File: config.mk
export PLATFORM = sky130hd
export DESIGN_NAME = priority_sorted_entry_table_top
export DESIGN_NICKNAME = d
export VERILOG_FILES = /design/src/design/pset_pkg.sv /design/src/design/priority_sorted_entry_table_top.sv /design/src/design/pset_core.sv
export SDC_FILE = /design/constraint.sdc
export NUM_CORES = 1
export LEC_CHECK = 0
export ABC_AREA = 0
export BUFFER_PORTS_ARGS = -buffer_cell sky130_fd_sc_hd__buf_4
export CORE_UTILIZATION = 50
export CTS_CLUSTER_DIAMETER = 150
export DETAILED_ROUTE_END_ITERATION = 10
export PLACE_DENSITY = 0.67
export SYNTH_ARGS = -nofsm -noshare
export SYNTH_HDL_FRONTEND = slang
export SYNTH_SLANG_ARGS = --single-unit
File: constraint.sdc
create_clock -name clk -period 5.73 [get_ports clk]
set_input_delay 0.8595 -clock clk [delete_from_list [all_inputs] [get_ports clk]]
set_output_delay 0.8595 -clock clk [all_outputs]
set_load 0.03 [all_outputs]
File: src/design/pset_pkg.sv
package pset_pkg;

	localparam int MAX_ENTRIES_DEF = 16;

	localparam logic [2:0] CMD_INSERT = 3'd0;
	localparam logic [2:0] CMD_DELETE = 3'd1;
	localparam logic [2:0] CMD_SEARCH = 3'd2;
	localparam logic [2:0] CMD_CLEAR  = 3'd3;
	localparam logic [2:0] CMD_SORT   = 3'd4;

	localparam logic [1:0] STAT_OK        = 2'd0;
	localparam logic [1:0] STAT_FULL      = 2'd1;
	localparam logic [1:0] STAT_RANGE     = 2'd2;
	localparam logic [1:0] STAT_NOT_FOUND = 2'd3;

	typedef struct packed {
		logic [2:0]         command;
		logic signed [15:0] new_priority;
		logic [15:0]        entry_id;
		logic [3:0]         entry_index;
	} pset_req_t;

	typedef struct packed {
		logic [1:0]         status;
		logic [3:0]         found_index;
		logic [15:0]        echoed_id;
		logic [4:0]         entry_count;
		logic signed [15:0] top_priority;
		logic signed [15:0] top_below_window;
	} pset_rsp_t;

	typedef struct packed {
		logic signed [15:0] pri;
		logic [15:0]        id;
	} pset_entry_t;

endpackage

File: src/design/priority_sorted_entry_table_top.sv
// channel   signals                    handshake
// request   start, busy, req           taken when start is high and busy is low
// result    done, rsp                  one-cycle strobe on done, cannot be held off
// config    cfg_valid, cfg_ready, cfg_data   written when valid and ready are both high
//
// Entries sit in one single-port-read memory; every walk reads one entry a cycle.
// Insert, delete and search walk part of the table, then every request ends in a summary walk
// over all entries (S_SUMINIT, S_SUM) before the result strobe; clear does only the summary walk.
// Sort runs bubble passes, at most count - 1 passes, then the summary walk.
// Reset clears the entry count and the window register; the table needs no clearing.
// busy is high from the cycle after a request until the result strobe.
module priority_sorted_entry_table_top #(
	parameter int MAX_ENTRIES = pset_pkg::MAX_ENTRIES_DEF
) (
	input  logic                clk,
	input  logic                arst_n,
	input  logic                start,
	output logic                busy,
	input  pset_pkg::pset_req_t req,
	output logic                done,
	output pset_pkg::pset_rsp_t rsp,
	input  logic                cfg_valid,
	output logic                cfg_ready,
	input  logic [15:0]         cfg_data
);

	logic signed [15:0] window_q;

	// window register only changes between requests
	assign cfg_ready = !busy;

	always_ff @(posedge clk or negedge arst_n) begin
		if (!arst_n) begin
			window_q <= '0;
		end else if (cfg_valid && cfg_ready) begin
			window_q <= cfg_data;
		end
	end

	pset_core #(
		.MAX_ENTRIES(MAX_ENTRIES)
	) u_core (
		.clk    (clk),
		.arst_n (arst_n),
		.start  (start),
		.req    (req),
		.window (window_q),
		.busy   (busy),
		.done   (done),
		.rsp    (rsp)
	);

endmodule

File: src/design/pset_core.sv
module pset_core #(
	parameter int MAX_ENTRIES = pset_pkg::MAX_ENTRIES_DEF
) (
	input  logic                clk,
	input  logic                arst_n,
	input  logic                start,
	input  pset_pkg::pset_req_t req,
	input  logic signed [15:0]  window,
	output logic                busy,
	output logic                done,
	output pset_pkg::pset_rsp_t rsp
);

	localparam int AW   = $clog2(MAX_ENTRIES);
	localparam int CW   = $clog2(MAX_ENTRIES + 1);
	localparam int CMPW = (CW > 4) ? CW : 4;

	localparam logic [2:0] S_IDLE    = 3'd0;
	localparam logic [2:0] S_INS     = 3'd1;
	localparam logic [2:0] S_DEL     = 3'd2;
	localparam logic [2:0] S_SRCH    = 3'd3;
	localparam logic [2:0] S_SORT    = 3'd4;
	localparam logic [2:0] S_SUMINIT = 3'd5;
	localparam logic [2:0] S_SUM     = 3'd6;

	pset_pkg::pset_entry_t mem [MAX_ENTRIES];

	logic [2:0]            state_q;
	pset_pkg::pset_req_t   req_q;
	logic [CW-1:0]         count_q;
	logic [CW-1:0]         ptr_q;
	logic                  more_q;
	logic [CW-1:0]         lim_q;
	logic                  swapped_q;
	pset_pkg::pset_entry_t carry_q;
	logic [1:0]            status_q;
	logic [3:0]            found_q;
	logic [15:0]           echo_q;
	logic signed [15:0]    top_q;
	logic signed [15:0]    below_q;
	logic                  brk_q;
	logic                  done_q;
	pset_pkg::pset_rsp_t   rsp_q;

	logic                  rv_s1;
	logic [AW-1:0]         ra_s1;
	pset_pkg::pset_entry_t rd_data_s1;

	logic                  rd_en;
	logic [AW-1:0]         rd_addr;
	logic                  wr_en;
	logic [AW-1:0]         wr_addr;
	pset_pkg::pset_entry_t wr_data;
	pset_pkg::pset_entry_t new_entry;
	logic                  ins_stop;
	logic                  srch_hit;
	logic                  walk_end;
	logic                  carry_gt;
	logic [CW-1:0]         lim_w;
	logic [CW-1:0]         ptr_inc;
	logic [CMPW-1:0]       idx_w;
	logic [CMPW-1:0]       cnt_w;

	assign new_entry = '{pri: req_q.new_priority, id: req_q.entry_id};
	assign walk_end  = !more_q && !rv_s1;
	assign ins_stop  = rv_s1 ? (rd_data_s1.pri < req_q.new_priority) : !more_q;
	assign srch_hit  = rv_s1 && (rd_data_s1.id == req_q.entry_id);
	assign carry_gt  = (carry_q.pri > rd_data_s1.pri) ||
		((carry_q.pri == rd_data_s1.pri) && (carry_q.id > rd_data_s1.id));
	assign lim_w     = (state_q == S_SORT) ? lim_q : count_q;
	assign ptr_inc   = ptr_q + CW'(1);
	assign idx_w     = CMPW'(req.entry_index);
	assign cnt_w     = CMPW'(count_q);
	assign rd_addr   = ptr_q[AW-1:0];

	always_comb begin
		rd_en   = 1'b0;
		wr_en   = 1'b0;
		wr_addr = '0;
		wr_data = rd_data_s1;
		case (state_q)
			S_INS: begin
				// walk down from the top, moving each entry of equal or larger priority up one place
				rd_en = more_q && !ins_stop;
				if (rv_s1) begin
					wr_en   = 1'b1;
					wr_addr = ra_s1 + AW'(1);
					wr_data = ins_stop ? new_entry : rd_data_s1;
				end else if (!more_q) begin
					wr_en   = 1'b1;
					wr_data = new_entry;
				end
			end
			S_DEL: begin
				rd_en = more_q;
				if (rv_s1) begin
					wr_en   = 1'b1;
					wr_addr = ra_s1 - AW'(1);
				end
			end
			S_SRCH: begin
				rd_en = more_q && !srch_hit;
			end
			S_SORT: begin
				// carry holds the largest entry seen so far in this pass
				rd_en = more_q;
				if (rv_s1 && (ra_s1 != '0)) begin
					wr_en   = 1'b1;
					wr_addr = ra_s1 - AW'(1);
					wr_data = carry_gt ? rd_data_s1 : carry_q;
				end else if (walk_end) begin
					wr_en   = 1'b1;
					wr_addr = AW'(lim_q - CW'(1));
					wr_data = carry_q;
				end
			end
			S_SUM: begin
				rd_en = more_q;
			end
			default: begin
				rd_en = 1'b0;
			end
		endcase
	end

	always_ff @(posedge clk) begin
		if (wr_en) begin
			mem[wr_addr] <= wr_data;
		end
		if (rd_en) begin
			rd_data_s1 <= mem[rd_addr];
			ra_s1      <= rd_addr;
		end
	end

	always_ff @(posedge clk or negedge arst_n) begin
		if (!arst_n) begin
			state_q <= S_IDLE;
			count_q <= '0;
			more_q  <= 1'b0;
			rv_s1   <= 1'b0;
			done_q  <= 1'b0;
		end else begin
			rv_s1  <= rd_en;
			done_q <= 1'b0;
			case (state_q)
				S_IDLE: begin
					if (start) begin
						req_q    <= req;
						status_q <= pset_pkg::STAT_OK;
						found_q  <= '0;
						echo_q   <= '0;
						state_q  <= S_SUMINIT;
						case (req.command)
							pset_pkg::CMD_INSERT: begin
								if (count_q == CW'(MAX_ENTRIES)) begin
									status_q <= pset_pkg::STAT_FULL;
								end else begin
									ptr_q   <= count_q - CW'(1);
									more_q  <= (count_q != '0);
									state_q <= S_INS;
								end
							end
							pset_pkg::CMD_DELETE: begin
								if (idx_w >= cnt_w) begin
									status_q <= pset_pkg::STAT_RANGE;
								end else begin
									ptr_q   <= CW'(idx_w + CMPW'(1));
									more_q  <= (idx_w + CMPW'(1)) < cnt_w;
									state_q <= S_DEL;
								end
							end
							pset_pkg::CMD_SEARCH: begin
								ptr_q   <= '0;
								more_q  <= (count_q != '0);
								state_q <= S_SRCH;
							end
							pset_pkg::CMD_CLEAR: begin
								count_q <= '0;
							end
							pset_pkg::CMD_SORT: begin
								if (count_q > CW'(1)) begin
									lim_q     <= count_q;
									swapped_q <= 1'b0;
									ptr_q     <= '0;
									more_q    <= 1'b1;
									state_q   <= S_SORT;
								end
							end
							default: begin
								state_q <= S_SUMINIT;
							end
						endcase
					end
				end
				S_INS: begin
					if (rd_en) begin
						ptr_q  <= ptr_q - CW'(1);
						more_q <= (ptr_q != '0);
					end
					if (ins_stop) begin
						count_q <= count_q + CW'(1);
						echo_q  <= req_q.entry_id;
						state_q <= S_SUMINIT;
					end
				end
				S_DEL: begin
					if (rd_en) begin
						ptr_q  <= ptr_inc;
						more_q <= ptr_inc < lim_w;
					end
					if (walk_end) begin
						count_q <= count_q - CW'(1);
						state_q <= S_SUMINIT;
					end
				end
				S_SRCH: begin
					if (rd_en) begin
						ptr_q  <= ptr_inc;
						more_q <= ptr_inc < lim_w;
					end
					if (srch_hit) begin
						found_q <= 4'(ra_s1);
						state_q <= S_SUMINIT;
					end else if (walk_end) begin
						status_q <= pset_pkg::STAT_NOT_FOUND;
						state_q  <= S_SUMINIT;
					end
				end
				S_SORT: begin
					if (rd_en) begin
						ptr_q  <= ptr_inc;
						more_q <= ptr_inc < lim_w;
					end
					if (rv_s1) begin
						if (ra_s1 == '0) begin
							carry_q <= rd_data_s1;
						end else if (carry_gt) begin
							swapped_q <= 1'b1;
						end else begin
							carry_q <= rd_data_s1;
						end
					end
					if (walk_end) begin
						// stop once a pass makes no swap or only one pair is left
						if (!swapped_q || (lim_q == CW'(2))) begin
							state_q <= S_SUMINIT;
						end else begin
							lim_q     <= lim_q - CW'(1);
							swapped_q <= 1'b0;
							ptr_q     <= '0;
							more_q    <= 1'b1;
						end
					end
				end
				S_SUMINIT: begin
					ptr_q   <= '0;
					more_q  <= (count_q != '0);
					top_q   <= '0;
					below_q <= '0;
					brk_q   <= 1'b0;
					state_q <= S_SUM;
				end
				S_SUM: begin
					if (rd_en) begin
						ptr_q  <= ptr_inc;
						more_q <= ptr_inc < lim_w;
					end
					if (rv_s1) begin
						top_q <= rd_data_s1.pri;
						if (!brk_q) begin
							if (rd_data_s1.pri < window) begin
								below_q <= rd_data_s1.pri;
							end else begin
								brk_q <= 1'b1;
							end
						end
					end
					if (walk_end) begin
						done_q  <= 1'b1;
						state_q <= S_IDLE;
					end
				end
				default: begin
					state_q <= S_IDLE;
				end
			endcase
		end
	end

	always_ff @(posedge clk) begin
		if ((state_q == S_SUM) && walk_end) begin
			rsp_q.status           <= status_q;
			rsp_q.found_index      <= found_q;
			rsp_q.echoed_id        <= echo_q;
			rsp_q.entry_count      <= 5'(count_q);
			rsp_q.top_priority     <= top_q;
			rsp_q.top_below_window <= below_q;
		end
	end

	assign busy = (state_q != S_IDLE);
	assign done = done_q;
	assign rsp  = rsp_q;

	a_accept_busy: assert property (@(posedge clk) disable iff (!arst_n)
		(start && !busy) |=> busy)
		else $error("accepted request did not make the block busy");

	a_done_after_work: assert property (@(posedge clk) disable iff (!arst_n)
		done |-> $past(busy))
		else $error("result strobe without preceding work");

	a_no_rw_clash: assert property (@(posedge clk) disable iff (!arst_n)
		(rd_en && wr_en) |-> (rd_addr != wr_addr))
		else $error("read and write to the same entry in one cycle");

	a_count_bound: assert property (@(posedge clk) disable iff (!arst_n)
		count_q <= CW'(MAX_ENTRIES))
		else $error("entry count beyond table size");

	a_count_step: assert property (@(posedge clk) disable iff (!arst_n)
		(count_q != $past(count_q)) |->
		((count_q == $past(count_q) + CW'(1)) || (count_q == $past(count_q) - CW'(1)) ||
		(count_q == '0)))
		else $error("entry count moved by more than one");

endmodule
==> flow_summary.json, run 1 <==
{
  "yosys.area.top_type_share_pct": 70.08,
  "dr.pass1.iters": 7,
  "initialDrtViolationCount": 1663,
  "layoutNonFillerInstCount": 2814,
  "cts-buffers-inserted": 78,
  "finalWeightedCongestion": 0.8604,
  "finalCriticalPeriod_ps": 4445,
  "synth_enable_flop_cells": 737,
  "cts_hold_repair.buffers": 0,
  "design.final.nets": 2066,
  "antenna_violating_nets_post_route": 0,
  "dp_cells": 2677,
  "yosys.cell_types.count": 71,
  "dp.final_hpwl_mm": 43.87,
  "synth_top_area_cell": "sky130_fd_sc_hd__edfxtp_1",
  "worstPathRequired_ps": 6070,
  "postSynthRegisterBits": 764,
  "power.combinational.fraction_pct": 32.8,
  "synth.top_cells.by_area": "sky130_fd_sc_hd__edfxtp_1, sky130_fd_sc_hd__mux4_2, sky130_fd_sc_hd__ha_1, sky130_fd_sc_hd__dfrtp_1, sky130_fd_sc_hd__inv_1",
  "outcome": "complete, no violations",
  "htree_num_levels": 3,
  "dieArea_mm2": 0.06417,
  "critical_path_class": "flop to flop",
  "cts_buffer_depth": 3,
  "path_max_fanout": 16,
  "cpMaxStageDelayCell": "sky130_fd_sc_hd__o41ai_4",
  "path_buf_inv": 2,
  "ir_drop_mv": 0.3521,
  "floorplan.die.height_um": 253.3,
  "p_per_area_mw_per_mm2": 578.0,
  "seq_power_share_pct": 43.2,
  "crit_path_end_kind": "flop",
  "cts-resized-gates": 0,
  "crit_path_max_incr_delay_ps": 880,
  "totalWireLength_mm": 72.68,
  "die_x_um": 253.3,
  "clkSlewWorstSetupHoldPaths_ps": 60,
  "crit_arrival_ps": 4790,
  "core_area_mm2": 0.06205,
  "synthesis.area_per_instance_um2": 18.01,
  "post-route-util_pct": 58.53,
  "synthesis.yosys.warnings": 0,
  "grt_util_all_layers_pct": 23.39,
  "final.setup.tns_ps": 0,
  "vias_per_cell": 5.990,
  "row_count": 91,
  "min_period_over_period_pct": 77.57,
  "async_reset_ff_share_pct": 3.534,
  "io_buffer_count": 120,
  "syn-cell-area_mm2": 0.03158,
  "grt_first_pass_wirelength_mm": 109.2,
  "syn2layout_area_growth_pct": 15.01,
  "syn-num-nets": 1899,
  "cts_tree": "built",
  "p_int_mw": 14.08,
  "power_frac_clock_pct": 24.0,
  "ys_seq_area_share_pct": 72.22,
  "fin_skew_ps": 23.49,
  "clk-insertion-delay-late_ps": 620,
  "layout-drive-gt1-share_pct": 23.94,
  "synth_cells": 1753,
  "synth.most_common_cell": "sky130_fd_sc_hd__edfxtp_1",
  "total_net_switching_power_mw": 6.916,
  "slew-limit-headroom_pct": 25.28,
  "unrepaired_setup_endpoints_after_global_routing": "no",
  "cts_root_buffer": "sky130_fd_sc_hd__clkbuf_16",
  "pin_count_of_the_biggest_net_entering_global_routing": 135,
  "antenna_found_initial": 0,
  "worst_min_path_class": "input pin to async pin",
  "synth_top_flop_cell": "sky130_fd_sc_hd__edfxtp_1",
  "worstSetupStartpointType": "flop",
  "power_switching_share_pct": 32.94,
  "critical_path.cell_chain": "inv_1 -> ha_1 -> a21o_1 -> a21oi_1 -> o21ai_1 -> a2111o_1 -> a311oi_4 -> o21ai_2 -> o41ai_4 -> buf_4 -> a221o_1",
  "clock.fmax_mhz": 225.0,
  "top_level_ports": 121,
  "maxCapViolations": 0,
  "setup_viol": 0,
  "clock_sink_count": 764,
  "final_max_slew_viol_count": 0,
  "postCtsSetupRepairBufs": 0,
  "power.static_leakage_nw": 12.51,
  "start_util_pct": 50.89,
  "hold_viol_final": 0,
  "tightestPinTransition_ps": 1118,
  "cp_top_family": "compound AO/OA/AOI/OAI gates",
  "grt-ovfl-total": 0,
  "drt_drc_violations_left": 0,
  "vias": 16860,
  "first_global_vias": 17180,
  "commonest_cells_in_the_synthesized_netlist": "sky130_fd_sc_hd__edfxtp_1, sky130_fd_sc_hd__mux4_2, sky130_fd_sc_hd__inv_1",
  "wl_per_cell_um": 25.83
}
per-layer routing:
| metal | vias up | track usage (%) | part of all wire [%] |
|---|---|---|---|
| li1 | 7328 | - | - |
| met1 | 8711 | 33.62 | 43 |
| met2 | 707 | 37.39 | 48 |
| met3 | 111 | 3.875 | 7.2 |
| met4 | 0 | 5.974 | 2.0 |
| met5 | - | 0 | 0 |
cells in the final DEF (no fill, tap or decap), drive strengths merged, types with 7 or more instances in the layout:
cell / synthesis / routed
a211oi: 10 / 10
a21o: 7 / 7
a21oi: 43 / 43
a221o: 33 / 33
a22o: 7 / 7
and2: 7 / 7
and3: 28 / 28
buf: 20 / 163
bufinv: 0 / 8
clkbuf: 56 / 92
clkinv: 1 / 26
dfrtp: 27 / 27
edfxtp: 737 / 737
ha: 87 / 87
inv: 110 / 115
mux4: 160 / 160
nand2: 57 / 57
nand2b: 12 / 12
nand3: 16 / 16
nand4: 8 / 8
nor2: 108 / 108
nor2b: 7 / 7
nor3: 21 / 21
nor4: 9 / 9
o211ai: 9 / 9
o21ai: 67 / 67
xnor2: 12 / 12
xor2: 16 / 16
state kept, by name, indices dropped and copies added (netlist names), 4 cells and up:
register / count
u_core.found_q: 4
window_q: 16
u_core.rd_data_s1: 32
u_core.rsp: 59
u_core.lim_q: 5
u_core.ptr_q: 5
u_core.new_entry: 32
u_core.top_q: 16
u_core.ra_s1: 4
u_core.below_q: 16
u_core.carry_q: 32
u_core.cnt_w: 5
u_core.echo_q: 16
u_core.mem: 512
power by group through the flow:
stage	clock network [mW]	registers, mW	logic (mW)
final	5.03	9.08	6.88
after floorplan	0	9.04	4.70
after detailed placement	0	9.18	6.90
after global placement	0	9.12	6.75
after global routing	5.31	9.18	7.47
after CTS	5.11	9.07	6.94
path summary, 6_finish.rpt:
kind / start / end / slack, ps / cells after the start
hold reg to reg: u_core.below_q[11] / u_core.rsp[11] / 420 / 0
min in group clk: req[11] / u_core.new_entry[7] / 410 / 1
setup / recovery: u_core.rd_data_s1[3] / u_core.mem[0][4] / 1290 / 11
hold / removal: arst_n / u_core.cnt_w[3] / 190 / 1
setup reg to reg: u_core.rd_data_s1[3] / u_core.mem[0][4] / 1290 / 11
max in group asynchronous: arst_n / window_q[3] / 5190 / 1
metrics by stage:
stage	hold slack, ps	area, µm²	setup WS (ps)	power, mW
floorplan	400.3	31580	1769	13.74
finish	189.5	36320	1285	20.99
CTS	188.0	36320	1324	21.12
detailed placement	404.5	33800	1343	16.07
global placement	402.4	33800	1408	15.87
global route	198.3	36320	1066	21.96
final cells by class:
type	instances	area [µm²]
Antenna cell	1	2.502
Clock buffer	92	2047
Clock inverter	44	471.7
Fill cell	4580	25730
Inverter	111	416.7
Multi-Input combinational cell	802	8167
Sequential cell	764	22810
Tap cell	837	1047
Timing Repair Buffer	163	1361
kinds of logic (layout without fill, tap and decap cells):
kind of cell,after synthesis,count (layout),synth area share (%)
xor gates and xnor gates,28,28,0.7766
other,0,1,0
AOI/OAI and AO/OA,240,240,5.400
buffers and inverters,187,410,2.369
DFF,764,764,72.22
adders and majority gates,87,87,3.447
and+or+nand+nor,282,282,4.208
muxes,165,165,11.58
(Power assumes the default switching activity.)
==> run 2: changes to the inputs <==
--- a/config.mk
+++ b/config.mk
@@ -10,7 +10,7 @@
 export CORE_UTILIZATION = 50
 export CTS_CLUSTER_DIAMETER = 150
 export DETAILED_ROUTE_END_ITERATION = 10
-export PLACE_DENSITY = 0.67
+export PLACE_DENSITY = 0.69
 export SYNTH_ARGS = -nofsm -noshare
 export SYNTH_HDL_FRONTEND = slang
 export SYNTH_SLANG_ARGS = --single-unit
==> constraint.sdc (replaced) <==
create_clock -name clk -period 3.8 [get_ports clk]
set_input_delay 0.57 -clock clk [delete_from_list [all_inputs] [get_ports clk]]
set_output_delay 0.57 -clock clk [all_outputs]
set_load 0.03 [all_outputs]
==> flow_summary.json, run 2 (same netlist as run 1, synthesis figures left out) <==
{
  "outcome": "complete, no violations",
  "cts_root_buffer": "sky130_fd_sc_hd__clkbuf_16",
  "vias_per_cell": 6.104,
  "vias": 17490,
  "layoutNonFillerInstCount": 2866,
  "dpl_worst_slack_ps": 203.6,
  "worst_min_path_class": "input pin to flop",
  "mostFrequentLayoutCells": "sky130_fd_sc_hd__edfxtp_1, sky130_fd_sc_hd__buf_4, sky130_fd_sc_hd__mux4_2, sky130_fd_sc_hd__inv_1, sky130_fd_sc_hd__nor2_1",
  "power_frac_clock_pct": 23.0,
  "antenna_violating_nets_post_route": 0,
  "clock_sink_count": 764,
  "fin_skew_ps": 19.20,
  "finalWorstSetupSlack_ps": 163.8,
  "min_period_over_period_pct": 95.69,
  "path_depth": 11,
  "cpMaxStageDelayCell": "sky130_fd_sc_hd__a221o_1",
  "clkSlewWorstSetupHoldPaths_ps": 60,
  "startpoint": "u_core.rd_data_s1[3]",
  "htree_num_levels": 3,
  "worstSetupStartpointType": "flop",
  "dp.final_hpwl_mm": 47.36,
  "cp_top_family": "compound AO/OA/AOI/OAI gates",
  "cell_area_after_layout_mm2": 0.03678,
  "clock.fmax_mhz": 275.0,
  "total_net_switching_power_mw": 10.67,
  "layout-drive-gt1-share_pct": 26.12,
  "antenna_found_initial": 0,
  "crit_path_max_incr_delay_ps": 500,
  "first_global_vias": 17400,
  "crit_arrival_ps": 3920,
  "cts_tree": "built",
  "finalCriticalPeriod_ps": 3636,
  "dp_cells": 2729,
  "hold_viol_final": 0,
  "largest_register_ffs": 512,
  "syn2layout_area_growth_pct": 16.47,
  "grt_first_pass_wirelength_mm": 113.0,
  "grt_util_all_layers_pct": 24.35,
  "start_util_pct": 50.89,
  "area.sequential_mm2": 0.02281,
  "finalPower_mw": 32.24,
  "p_int_mw": 21.57,
  "seq_power_share_pct": 42.3,
  "hold_path_depth": 1,
  "wl_per_cell_um": 26.61,
  "critical_path.cell_chain": "inv_1 -> ha_1 -> a21o_1 -> a21oi_1 -> o21ai_1 -> a2111o_1 -> a311oi_4 -> o21ai_2 -> a32o_2 -> buf_4 -> a221o_1",
  "biggest_register": "u_core.mem",
  "core_area_mm2": 0.06205,
  "floorplan.die.height_um": 253.3,
  "clk-insertion-delay-late_ps": 620,
  "grt-ovfl-total": 0,
  "p_per_area_mw_per_mm2": 876.7,
  "power.static_leakage_nw": 12.79,
  "slew-limit-headroom_pct": 33.11,
  "power.combinational.fraction_pct": 34.7,
  "cts-buffers-inserted": 75,
  "postPlaceCellArea_mm2": 0.03430,
  "multiInputGateArea_mm2": 0.008178,
  "postCtsSetupRepairBufs": 0,
  "final_common_cell": "sky130_fd_sc_hd__edfxtp_1",
  "r2r_setup_slack_ps": 160,
  "finalWeightedCongestion": 0.9037,
  "dieArea_mm2": 0.06417,
  "power_switching_share_pct": 33.11,
  "dr.pass1.iters": 5,
  "worst-r2r-cell-count": 11,
  "design.final.nets": 2116,
  "hold_ws_ps": 123.2,
  "path_buf_inv": 2,
  "row_count": 91,
  "unrepaired_setup_endpoints_after_global_routing": "no",
  "tightestPinTransition_ps": 1003,
  "nFillCells": 4446,
  "die_x_um": 253.3,
  "diodes": 0,
  "final.setup.tns_ps": 0,
  "critical_path_class": "flop to flop",
  "post-route-util_pct": 59.27,
  "final_max_slew_viol_count": 0,
  "worstReg2RegStart": "u_core.rd_data_s1[3]",
  "path_max_fanout": 16,
  "crit_path_end_kind": "flop",
  "top_level_ports": 121,
  "pin_count_of_the_biggest_net_entering_global_routing": 86,
  "timing.hold.worst.start": "req[12]",
  "initialDrtViolationCount": 2065,
  "ir_drop_mv": 0.4784,
  "setup_viol": 0,
  "cts_buffer_depth": 3,
  "maxCapViolations": 0,
  "io_buffer_count": 120,
  "totalWireLength_mm": 76.27,
  "worstPathRequired_ps": 4090,
  "drt_drc_violations_left": 0
}
## run 2: cell type report
| cell class | count | area share, % |
|---|---|---|
| Inverter | 111 | 1.133 |
| Clock inverter | 44 | 1.204 |
| Timing Repair Buffer | 216 | 5.096 |
| Tap cell | 837 | 2.847 |
| Clock buffer | 92 | 5.477 |
| Multi-Input combinational cell | 802 | 22.23 |
| Sequential cell | 764 | 62.01 |
## run 2: final timing paths
kind                                  endpoint
hold reg to reg                 u_core.rsp[11]
hold / removal             u_core.new_entry[8]
setup / recovery             u_core.mem[0][15]
max in group asynchronous         window_q[14]
setup reg to reg             u_core.mem[0][15]
min in group asynchronous      u_core.cnt_w[1]
## run 2: power groups by stage
| stage | registers (mW) | clock network (mW) | logic (mW) |
|---|---|---|---|
| floorplan | 13.6 | 0 | 7.08 |
| global placement | 13.7 | 0 | 10.8 |
| detailed placement | 13.8 | 0 | 11.1 |
| CTS | 13.6 | 7.54 | 11.2 |
| global route | 13.8 | 7.82 | 12.0 |
| finish | 13.6 | 7.42 | 11.2 |
## run 2: repair_timing
action / in CTS / in global routing
endpoints found under the setup margin: 0 / 137
gates resized for setup: 0 / 9
endpoints found under the hold margin: 2 / 0
hold buffers: 1 / 0
## run 2: layer usage
layer | global-route usage (%) | vias up | wire length, µm
li1 | - | 7455 | -
met1 | 35.10 | 9052 | 31710
met2 | 37.62 | 847 | 35820
met3 | 3.927 | 140 | 6374
met4 | 8.987 | 0 | 2360
met5 | 0 | - | 0
